**src/rtl/fdsc_pkg.sv**
```systemverilog
// Package for the frame deframer with sequence check.
// Holds the result type, register indexes and reset constants; no dependencies.
`timescale 1ns / 1ps

package fdsc_pkg;

	localparam int BYTE_W     = 8;
	localparam int SIZE_W     = 6;
	localparam int SEQ_W      = 4;
	localparam int TYPE_W     = 6;
	localparam int CFG_IDX_W  = 8;
	localparam int CFG_DATA_W = 8;
	localparam int OUT_DATA_W = BYTE_W + TYPE_W + SEQ_W + SIZE_W;

	localparam logic [CFG_IDX_W-1:0] REG_START_MARKER = CFG_IDX_W'(0);
	localparam logic [CFG_IDX_W-1:0] REG_FIRST_SEQ    = CFG_IDX_W'(1);

	localparam logic [BYTE_W-1:0] START_MARKER_RST = BYTE_W'(126);
	localparam logic [SEQ_W-1:0]  FIRST_SEQ_RST    = SEQ_W'(0);

	localparam logic KIND_DATA = 1'b0;
	localparam logic KIND_END  = 1'b1;

	typedef struct packed {
		logic              kind;
		logic [BYTE_W-1:0] data_byte;
		logic [TYPE_W-1:0] frame_type;
		logic [SEQ_W-1:0]  frame_seq;
		logic [SIZE_W-1:0] frame_size;
		logic              last;
	} result_t;

endpackage

```
**src/rtl/fdsc_parser.sv**
```systemverilog
// Frame parser: hunts for the start marker, decodes the header, keeps or drops frames.
// Also holds the configuration registers. Depends on fdsc_pkg.
`timescale 1ns / 1ps

module fdsc_parser (
	input  logic                               clk,
	input  logic                               arst_n,
	input  logic                               en,
	input  logic [fdsc_pkg::BYTE_W-1:0]        rx_byte,
	input  logic                               cfg_we,
	input  logic [fdsc_pkg::CFG_IDX_W-1:0]     cfg_index,
	input  logic [fdsc_pkg::CFG_DATA_W-1:0]    cfg_data,
	output logic                               res_valid,
	output fdsc_pkg::result_t                  res
);
	import fdsc_pkg::*;

	typedef enum logic [2:0] {
		PH_HUNT,
		PH_HDR1,
		PH_HDR2,
		PH_DATA,
		PH_PARITY
	} phase_t;

	phase_t            phase_q;
	logic [SIZE_W-1:0] size_q;
	logic [SEQ_W-1:0]  seq_q;
	logic [TYPE_W-1:0] type_q;
	logic [SIZE_W-1:0] left_q;
	logic              keep_q;
	logic [SEQ_W-1:0]  exp_seq_q;
	logic [BYTE_W-1:0] marker_q;

	logic [SEQ_W-1:0]  hdr_seq;
	logic [SIZE_W-1:0] left_dec;

	assign hdr_seq  = {seq_q[3:2], rx_byte[7:6]};
	assign left_dec = left_q - SIZE_W'(1);

	always_comb begin
		res_valid      = en && keep_q && (phase_q == PH_DATA || phase_q == PH_PARITY);
		res.kind       = (phase_q == PH_PARITY) ? KIND_END : KIND_DATA;
		res.data_byte  = rx_byte;
		res.frame_type = type_q;
		res.frame_seq  = seq_q;
		res.frame_size = size_q;
		res.last       = (phase_q == PH_PARITY);
	end

	always_ff @(posedge clk or negedge arst_n) begin
		if (!arst_n) begin
			phase_q   <= PH_HUNT;
			size_q    <= '0;
			seq_q     <= '0;
			type_q    <= '0;
			left_q    <= '0;
			keep_q    <= 1'b0;
			exp_seq_q <= FIRST_SEQ_RST;
			marker_q  <= START_MARKER_RST;
		end else begin
			if (en) begin
				unique case (phase_q)
					PH_HUNT: begin
						if (rx_byte == marker_q) begin
							phase_q <= PH_HDR1;
						end
					end
					PH_HDR1: begin
						size_q  <= rx_byte[7:2];
						seq_q   <= {rx_byte[1:0], 2'b00};
						phase_q <= PH_HDR2;
					end
					PH_HDR2: begin
						seq_q   <= hdr_seq;
						type_q  <= rx_byte[5:0];
						keep_q  <= (hdr_seq == exp_seq_q);
						left_q  <= size_q;
						phase_q <= (size_q == '0) ? PH_PARITY : PH_DATA;
					end
					PH_DATA: begin
						left_q <= left_dec;
						if (left_dec == '0) begin
							phase_q <= PH_PARITY;
						end
					end
					PH_PARITY: begin
						if (keep_q) begin
							exp_seq_q <= exp_seq_q + SEQ_W'(1);
						end
						keep_q  <= 1'b0;
						phase_q <= PH_HUNT;
					end
					default: begin
						phase_q <= PH_HUNT;
					end
				endcase
			end
			if (cfg_we) begin
				if (cfg_index == REG_START_MARKER) begin
					marker_q <= cfg_data[BYTE_W-1:0];
				end else if (cfg_index == REG_FIRST_SEQ) begin
					exp_seq_q <= cfg_data[SEQ_W-1:0];
				end
			end
		end
	end

endmodule

```
**src/rtl/fdsc_out_reg.sv**
```systemverilog
// Result register toward the master-side stream.
// Loads one result item and holds it until taken. Depends on fdsc_pkg.
`timescale 1ns / 1ps

module fdsc_out_reg (
	input  logic                                  clk,
	input  logic                                  arst_n,
	input  logic                                  load,
	input  fdsc_pkg::result_t                     res,
	output logic                                  free,
	output logic                                  m_tvalid,
	input  logic                                  m_tready,
	output logic [fdsc_pkg::OUT_DATA_W-1:0]       m_tdata,
	output logic                                  m_tlast,
	output logic                                  m_tuser
);
	import fdsc_pkg::*;

	logic    valid_q;
	result_t res_q;

	assign free     = !valid_q || m_tready;
	assign m_tvalid = valid_q;
	assign m_tdata  = {res_q.frame_size, res_q.frame_seq, res_q.frame_type, res_q.data_byte};
	assign m_tlast  = res_q.last;
	assign m_tuser  = res_q.kind;

	always_ff @(posedge clk or negedge arst_n) begin
		if (!arst_n) begin
			valid_q <= 1'b0;
		end else if (free) begin
			valid_q <= load;
		end
	end

	always_ff @(posedge clk) begin
		if (free && load) begin
			res_q <= res;
		end
	end

endmodule

```
**src/rtl/frame_deframer_seq_check.sv**
```systemverilog
// Top level of the start-marker frame deframer with sequence check.
// Instantiates fdsc_parser and fdsc_out_reg; depends on fdsc_pkg.
//
//   Channel  | Direction | Signals                                  | Carries
//   s_*      | in        | s_tvalid s_tready s_tdata[7:0]           | rx_byte
//   m_*      | out       | m_tvalid m_tready m_tdata m_tlast m_tuser | one result item
//   cfg_*    | in        | cfg_valid cfg_ready cfg_index cfg_data   | register write
//
// An item passes from acceptance through the input register and then the result register.
// One item is accepted per cycle while the result register is not stalled; the single parser state
// update per byte sets that rate. Reset is asynchronous and leaves the block hunting with
// the register reset values. A stalled result register holds the input register, which
// then stops acceptance. Configuration writes are always taken.
`timescale 1ns / 1ps

module frame_deframer_seq_check (
	input  logic                                clk,
	input  logic                                arst_n,
	input  logic                                s_tvalid,
	output logic                                s_tready,
	input  logic [fdsc_pkg::BYTE_W-1:0]         s_tdata,   // rx_byte
	output logic                                m_tvalid,
	input  logic                                m_tready,
	output logic [fdsc_pkg::OUT_DATA_W-1:0]     m_tdata,   // data_byte, frame_type, frame_seq, frame_size
	output logic                                m_tlast,   // last
	output logic                                m_tuser,   // kind
	input  logic                                cfg_valid,
	output logic                                cfg_ready,
	input  logic [fdsc_pkg::CFG_IDX_W-1:0]      cfg_index,
	input  logic [fdsc_pkg::CFG_DATA_W-1:0]     cfg_data
);
	import fdsc_pkg::*;

	logic              valid_s1;
	logic [BYTE_W-1:0] byte_s1;
	logic              out_free;
	logic              advance;
	logic              res_valid;
	result_t           res;

	assign advance   = valid_s1 && out_free;
	assign s_tready  = !valid_s1 || advance;
	assign cfg_ready = 1'b1;

	always_ff @(posedge clk or negedge arst_n) begin
		if (!arst_n) begin
			valid_s1 <= 1'b0;
		end else if (s_tready) begin
			valid_s1 <= s_tvalid;
		end
	end

	always_ff @(posedge clk) begin
		if (s_tready && s_tvalid) begin
			byte_s1 <= s_tdata;
		end
	end

	fdsc_parser u_parser (
		.clk       (clk),
		.arst_n    (arst_n),
		.en        (advance),
		.rx_byte   (byte_s1),
		.cfg_we    (cfg_valid && cfg_ready),
		.cfg_index (cfg_index),
		.cfg_data  (cfg_data),
		.res_valid (res_valid),
		.res       (res)
	);

	fdsc_out_reg u_out (
		.clk      (clk),
		.arst_n   (arst_n),
		.load     (res_valid),
		.res      (res),
		.free     (out_free),
		.m_tvalid (m_tvalid),
		.m_tready (m_tready),
		.m_tdata  (m_tdata),
		.m_tlast  (m_tlast),
		.m_tuser  (m_tuser)
	);

	a_result_lands: assert property (@(posedge clk) disable iff (!arst_n)
		res_valid |=> m_tvalid)
		else $error("result item was not loaded into the output register");

	a_last_is_end: assert property (@(posedge clk) disable iff (!arst_n)
		m_tvalid |-> (m_tlast == (m_tuser == KIND_END)))
		else $error("last flag and kind disagree");

	a_s1_held: assert property (@(posedge clk) disable iff (!arst_n)
		(valid_s1 && !out_free) |=> (valid_s1 && $stable(byte_s1)))
		else $error("input register lost an item while stalled");

	a_no_result_idle: assert property (@(posedge clk) disable iff (!arst_n)
		!advance |-> !res_valid)
		else $error("parser produced a result without an item");

endmodule

```
**config.mk**
```make
export PLATFORM = sky130hd
export DESIGN_NAME = frame_deframer_seq_check
export DESIGN_NICKNAME = d
export VERILOG_FILES = /design/src/rtl/fdsc_pkg.sv /design/src/rtl/fdsc_parser.sv /design/src/rtl/fdsc_out_reg.sv /design/src/rtl/frame_deframer_seq_check.sv
export SDC_FILE = /design/constraint.sdc
export NUM_CORES = 1
export LEC_CHECK = 0
export ABC_AREA = 1
export BUFFER_PORTS_ARGS = -buffer_cell sky130_fd_sc_hd__buf_2
export CAP_MARGIN = 20
export CORE_ASPECT_RATIO = 1.4
export CORE_UTILIZATION = 40
export CTS_CLUSTER_DIAMETER = 40
export DETAILED_ROUTE_END_ITERATION = 6
export PLACE_DENSITY = 0.63
export SLEW_MARGIN = 30
export SYNTH_ARGS = -nofsm -noshare
export SYNTH_HDL_FRONTEND = slang
export SYNTH_HIERARCHICAL = 1
export SYNTH_SLANG_ARGS = --single-unit
```
**constraint.sdc**
```tcl
create_clock -name clk -period 2.85 [get_ports clk]
set_input_delay 0.57 -clock clk [delete_from_list [all_inputs] [get_ports clk]]
set_output_delay 0.57 -clock clk [all_outputs]
set_load 0.1 [all_outputs]
```
==> results of run 1 <==
-- synth_stat cells, drive strengths merged --
cell | count | area [um2]
nor2 | 17 | 81.3
xor2 | 2 | 17.5
o21a | 1 | 7.51
xnor2 | 13 | 114
clkinv | 1 | 3.75
conb | 1 | 3.75
nand2 | 54 | 208
ha | 3 | 37.5
buf | 13 | 103
o211ai | 2 | 15.0
nand4 | 9 | 56.3
o21ai | 24 | 143
mux2 | 9 | 101
or2 | 1 | 6.26
inv | 34 | 128
edfxtp | 34 | 1020
dfrtp | 34 | 851
dfstp | 6 | 158
o22ai | 3 | 18.8
nor3 | 2 | 20.0
a21oi | 10 | 50.1
nand3 | 12 | 65.1
o31ai | 2 | 15.0
-- where the power goes --
group	leakage, nW	internal [W]	total, W	switching (W)
clock network	0.0927	0.000331	0.000762	0.000431
registers	0.808	0.00139	0.00159	0.000195
logic	0.783	0.000296	0.000980	0.000684
total	1.68	0.00202	0.00333	0.00131
-- cells in the final DEF (no fill, tap or decap), drive strengths merged --
| cell type | n |
|---|---|
| a21oi | 10 |
| buf | 58 |
| clkbuf | 9 |
| clkinv | 3 |
| clkinvlp | 1 |
| conb | 1 |
| dfrtp | 34 |
| dfstp | 6 |
| edfxtp | 34 |
| ha | 3 |
| inv | 38 |
| mux2 | 9 |
| nand2 | 54 |
| nand3 | 12 |
| nand4 | 9 |
| nor2 | 17 |
| nor3 | 2 |
| o211ai | 2 |
| o21a | 1 |
| o21ai | 24 |
| o22ai | 3 |
| o31ai | 2 |
| or2 | 1 |
| xnor2 | 13 |
| xor2 | 2 |
-- cells by family (layout without fill, tap and decap cells) --
family	count (synthesis)	after routing	share of synthesized area
AOI/OAI and AO/OA	42	42	0.0772
xor gates and xnor gates	15	15	0.0408
and+or+nand+nor	95	95	0.135
buffers and inverters	48	109	0.0726
adders and majority gates	3	3	0.0116
DFF	74	74	0.630
muxes	9	9	0.0314
other	1	1	0.00116
-- state kept, by name, summed over array words and instances (netlist names) --
name                flops
u_parser/keep_q         1
u_parser/left_q         6
u_parser/phase_q        3
u_out/m_tdata          24
u_out/m_tvalid          1
u_out/m_tuser           1
u_parser/size_q         6
u_parser/marker_q       8
u_parser/seq_q          4
u_out/m_tlast           1
byte_s1                 8
u_parser/exp_seq_q      4
valid_s1                1
u_parser/type_q         6
-- per-layer routing --
layer  track usage  part of all wire  vias up
met1         0.180              0.42     1001
li1              -                 -     1069
met4        0.0930             0.034        0
met5             0                 0        -
met3        0.0464             0.043       14
met2         0.255              0.50       53
-- layout make-up --
cell class              count  area [um2]  share of cell area
clock buffers               9         124              0.0332
clock inverters             7        60.1              0.0161
inverters                  35         131              0.0352
multi-input cells         165         963               0.258
flip-flops and latches     74        2030               0.544
well taps                 100         125              0.0335
repair buffers             58         298              0.0798
-- worst max-delay path, stage by stage, from the launching register on --
cell,delay [ns]
dfrtp_1,0.41
nand2_1,0.11
inv_1,0.06
nand2_1,0.07
buf_2,0.42
-- per-stage QoR --
stage / hold WS [ns] / setup WS [ns] / utilization / total power [W] / cell area, um2
floorplan: 0.274 / 0.146 / - / 0.00238 / 3230
global placement: 0.436 / 0.648 / 0.455 / 0.00257 / 3540
detailed placement: 0.445 / 0.593 / 0.455 / 0.00259 / 3540
CTS: 0.343 / 0.830 / 0.478 / 0.00336 / 3730
global route: 0.191 / 0.669 / 0.478 / 0.00355 / 3730
finish: 0.169 / 0.855 / 0.478 / 0.00333 / 3730
-- how the worst min path moves through the flow --
| stage | from | end | slack (ns) | cells after the start |
|---|---|---|---|---|
| 2_1_floorplan | arst_n | u_out/m_tvalid | 0.27 | 0 |
| 3_3_place_gp | u_parser/seq_q[0] | u_out/m_tdata[14] | 0.44 | 0 |
| 3_5_place_dp | u_parser/type_q[2] | u_out/m_tdata[10] | 0.44 | 0 |
| 4_1_cts | arst_n | u_parser/left_q[2] | 0.34 | 1 |
| 5_1_grt | arst_n | u_parser/left_q[4] | 0.19 | 1 |
| 6_report | arst_n | u_parser/left_q[4] | 0.17 | 1 |
==> flow_summary.yaml, run 1 <==
clock_tree:
  postCtsSetupBuffers: 0
  holdBufCountCts: 0
  cts.repair.resized: 0
  clkSinkCount: 74
  ctsHtreeMaxLevel: 3
  cts_max_path_buffers: 2
  root_buffer: "clkbuf_8"
  clock_insertion_delay_worst_skew_ns: 0.37
  cts_inserted_buffers: 9
  clk_pin_slew_worst_paths_ns: 0.08
  cts_tree: "done"
synthesis:
  postSynthNetCount: 319
  synth.distinct_cells: 32
  post_synthesis_instance_area_um2: 3220
  yosys_warnings: 6
  synthCells: 287
  post_synthesis_area_per_instance_um2: 11.2
  synth_seq_area_share: 0.630
  yosys_register_bits: 74
flow_run:
  max_cap_viol_count: 0
finish:
  n_fill_cell: 761
  finalNetCount: 375
  n_antenna_cell: 0
  fin_cells: 448
  ratio_of_cells_with_drive_above_1_in_the_final_layout: 0.310
  layout-area-overhead-vs-synth_pct: 15.8
routing:
  avgViaCountPerCell: 4.77
  drc_errors: 0
  detailedRoute.firstPassIterationCount: 4
  routed_wire_length_per_instance_um: 12.9
  detail_route.iter0.violations: 174
  postRouteAntennaNets: 0
  vias: 2137
  wl_mm: 5.76
worst_setup_path:
  setup_slack_of_the_worst_register_to_register_path_ns: 0.88
  critPathLaunchType: "register"
  worst-endpoint-required_ns: 2.28
  regToRegStartpoint: "u_out/m_tvalid"
  worst_setup_path_endpoint: "s_tready"
  critical_path_class: "register to output pin"
  reg2regPathDepth: 8
  worst_ep_arrival_time_ns: 1.42
  startpoint: "u_out/m_tvalid"
  timing.critical_path.to_type: "output pin"
  r2r_end: "u_out/m_tdata[2]"
  largest_fanout_on_the_critical_path: 3
global_route:
  grt_antenna_before_repair: 0
  groute.usage.overall: 0.156
  grt_pass1_wl_mm: 9.69
  grt_start_max_net_pins: 41
  grt_pass1_vias: 2082
  grt_overflow: 0
floorplanning:
  io_pins: 58
  initial_utilization: 0.413
  design.die.area_um2: 8430
  die_w_um: 77.9
  floorplan.core_area_um2: 7800
  dieHeight_um: 108
  placement_rows: 38
timing:
  worst_clock_skew_ns: 0.0114
  max-slew-margin-rel: 0.656
  timing_hold_violations_final: 0
  fin_tns_setup_ns: 0
  report.final.slew_viol_count: 0
  fmax_ghz: 0.501
  fin_crit_ns: 1.99
  final_min_period_over_clock_period: 0.700
  worst-slew-pin-transition_ns: 0.516
  setup_violations: 0
  rsz0062_at_grt: "no"
run_status:
  status: "complete, no violations"
placed_design:
  number_of_placed_instances_taps_included: 432
  buffer_ports.inserted: 56
  dp.final_hpwl_mm: 4.19
  gp_congestion: 0.828
power_and_ir_drop:
  worst_ir_drop_vdd_mv: 0.321
  power.static_leakage_nw: 1.68
  power_density_nw_per_um2: 892
hold_path:
  worst_hold_path_type: "primary input to async pin"
Note: power is estimated with default switching activity, not from simulation.
==> run 2: changes to the inputs <==
==> constraint.sdc (replaced) <==
create_clock -name clk -period 1.75 [get_ports clk]
set_input_delay 0.35 -clock clk [delete_from_list [all_inputs] [get_ports clk]]
set_output_delay 0.35 -clock clk [all_outputs]
set_load 0.1 [all_outputs]
==> run 2 against run 1 <==
Against the previous run:
- core utilization grew 2.1 points
- first-iteration DRC count down 41%
- cell area rose by 4.3%
- global-route usage down 0.27 points
- die area unchanged
- worst hold slack improved by 0.0086 ns
- clock power up 68%
- wire length up 1.6%
- clock skew shrank 0.0058 ns
- critical path type is now register to register
==> flow_summary.yaml, run 2 (same netlist as run 1, synthesis figures left out) <==
finish:
  layout.cells.most_common_list: "55 x buf_2, 50 x nand2_1, 34 x edfxtp_1"
  finalCoreUtilization: 0.499
  final_area_um2: 3890
  largest_register_ff_count: 24
  finalNetCount: 386
  n_antenna_cell: 0
  ratio_of_cells_with_drive_above_1_in_the_final_layout: 0.340
  layout.cells.most_common: "buf_2"
  n_fill_cell: 733
  layout-area-overhead-vs-synth_pct: 20.8
worst_setup_path:
  timing.critical_path.to_type: "register"
  critPathLaunchType: "register"
  largest_fanout_on_the_critical_path: 26
  startpoint: "u_out/m_tvalid"
  r2r_end: "u_out/m_tdata[19]"
  setup_slack_of_the_worst_register_to_register_path_ns: 0.11
  reg2regPathDepth: 8
  regToRegStartpoint: "u_out/m_tvalid"
  critical_path_class: "register to register"
  worst_ep_arrival_time_ns: 1.69
  worst-endpoint-required_ns: 1.80
  worst_setup_path_endpoint: "u_out/m_tdata[19]"
clock_tree:
  clk_pin_slew_worst_paths_ns: 0.08
  ctsHtreeMaxLevel: 3
  cts_tree: "done"
  clkSinkCount: 74
  clock_insertion_delay_worst_skew_ns: 0.34
  cts_max_path_buffers: 2
  cts_inserted_buffers: 9
  root_buffer: "clkbuf_8"
power_and_ir_drop:
  worst_ir_drop_vdd_mv: 0.496
  power.static_leakage_nw: 1.75
  power_density_nw_per_um2: 1440
global_route:
  grt_pass1_wl_mm: 9.63
  grt_pass1_vias: 2135
  grt_start_max_net_pins: 27
  grt_busiest_layer: "met2"
  grt_util_met3: 0.0388
  grt_util_met2: 0.271
  grt_antenna_before_repair: 0
  groute.usage.overall: 0.153
  gr-usage-met1: 0.172
  grt_overflow: 0
timing:
  setup_violations: 0
  fmax_ghz: 0.609
  report.final.slew_viol_count: 0
  rsz0062_at_grt: "no"
  fin_crit_ns: 1.64
  final_min_period_over_clock_period: 0.938
  worst_clock_skew_ns: 0.00560
  timing_hold_violations_final: 0
routing:
  vias: 2156
  wl_mm: 5.85
  avgViaCountPerCell: 4.70
  routed_wire_length_per_instance_um: 12.8
  drc_errors: 0
  detail_route.iter0.violations: 103
  postRouteAntennaNets: 0
  detailedRoute.firstPassIterationCount: 4
placed_design:
  gp_congestion: 0.808
  dp.final_hpwl_mm: 4.43
  buffer_ports.inserted: 56
  place_area_um2: 3660
floorplanning:
  initial_utilization: 0.413
  dieHeight_um: 108
  die_w_um: 77.9
  floorplan.core_area_um2: 7800
  io_pins: 58
  placement_rows: 38
  design.die.area_um2: 8430
hold_path:
  worst_hold_path_type: "primary input to register"
run_status:
  status: "complete, no violations"
flow_run:
  max_cap_viol_count: 0
## run 2: what timing repair did
| action | CTS | global route |
|---|---|---|
| hold buffers | 1 | 0 |
| setup buffers | 0 | 1 |
| endpoints found under the setup margin | 0 | 7 |
| hold endpoints to repair | 9 | 0 |
| gates resized for setup | 0 | 2 |
## run 2: cell type report
| class | count | area [um2] | share of cell area |
|---|---|---|---|
| clock buffers | 10 | 128 | 0.0328 |
| flip-flops and latches | 74 | 2030 | 0.522 |
| multi-input cells | 165 | 985 | 0.253 |
| clock inverters | 6 | 66.3 | 0.0170 |
| inverters | 35 | 135 | 0.0347 |
| well taps | 100 | 125 | 0.0321 |
| repair buffers | 69 | 420 | 0.108 |
## run 2: report_power, final
group          switching (W)  internal [W]
Combinational        0.00117      0.000589
Sequential          0.000302       0.00227
Clock               0.000622      0.000661
## run 2: stage by stage
step	worst slack [ns]	cells	setup TNS, ns	hold WS (ns)	power, W
2_1_floorplan	-0.295	287	-7.71	0.0544	0.00391
3_3_place_gp	0.0847	441	0	0.245	0.00431
3_5_place_dp	0.0624	441	0	0.244	0.00436
4_1_cts	0.0844	458	0	0.155	0.00565
5_1_grt	0.00600	459	0	0.156	0.00598
6_report	0.109	459	0	0.178	0.00562
## run 2: layer usage
layer / wire length (um) / share of wire
met5: 0 / 0
met4: 103 / 0.018
met3: 258 / 0.044
met2: 3120 / 0.53
met1: 2380 / 0.41
## run 2: worst min-delay path by stage
stage	slack (ns)	to	start	cells past startpoint
floorplan	0.05	u_parser/exp_seq_q[0]	arst_n	0
global placement	0.25	u_parser/left_q[2]	arst_n	1
detailed placement	0.24	u_parser/left_q[2]	arst_n	1
CTS	0.16	byte_s1[0]	s_tdata[0]	1
global route	0.16	byte_s1[3]	s_tdata[3]	1
finish	0.18	byte_s1[3]	s_tdata[3]	1
## run 2: critical path, stage by stage (launching register included)
cell	delay, ns
dfrtp_4	0.50
nand2_2	0.09
nand2_1	0.05
inv_1	0.11
nand2_4	0.08
a21oi_2	0.11
inv_2	0.06
a21oi_4	0.13
buf_12	0.19
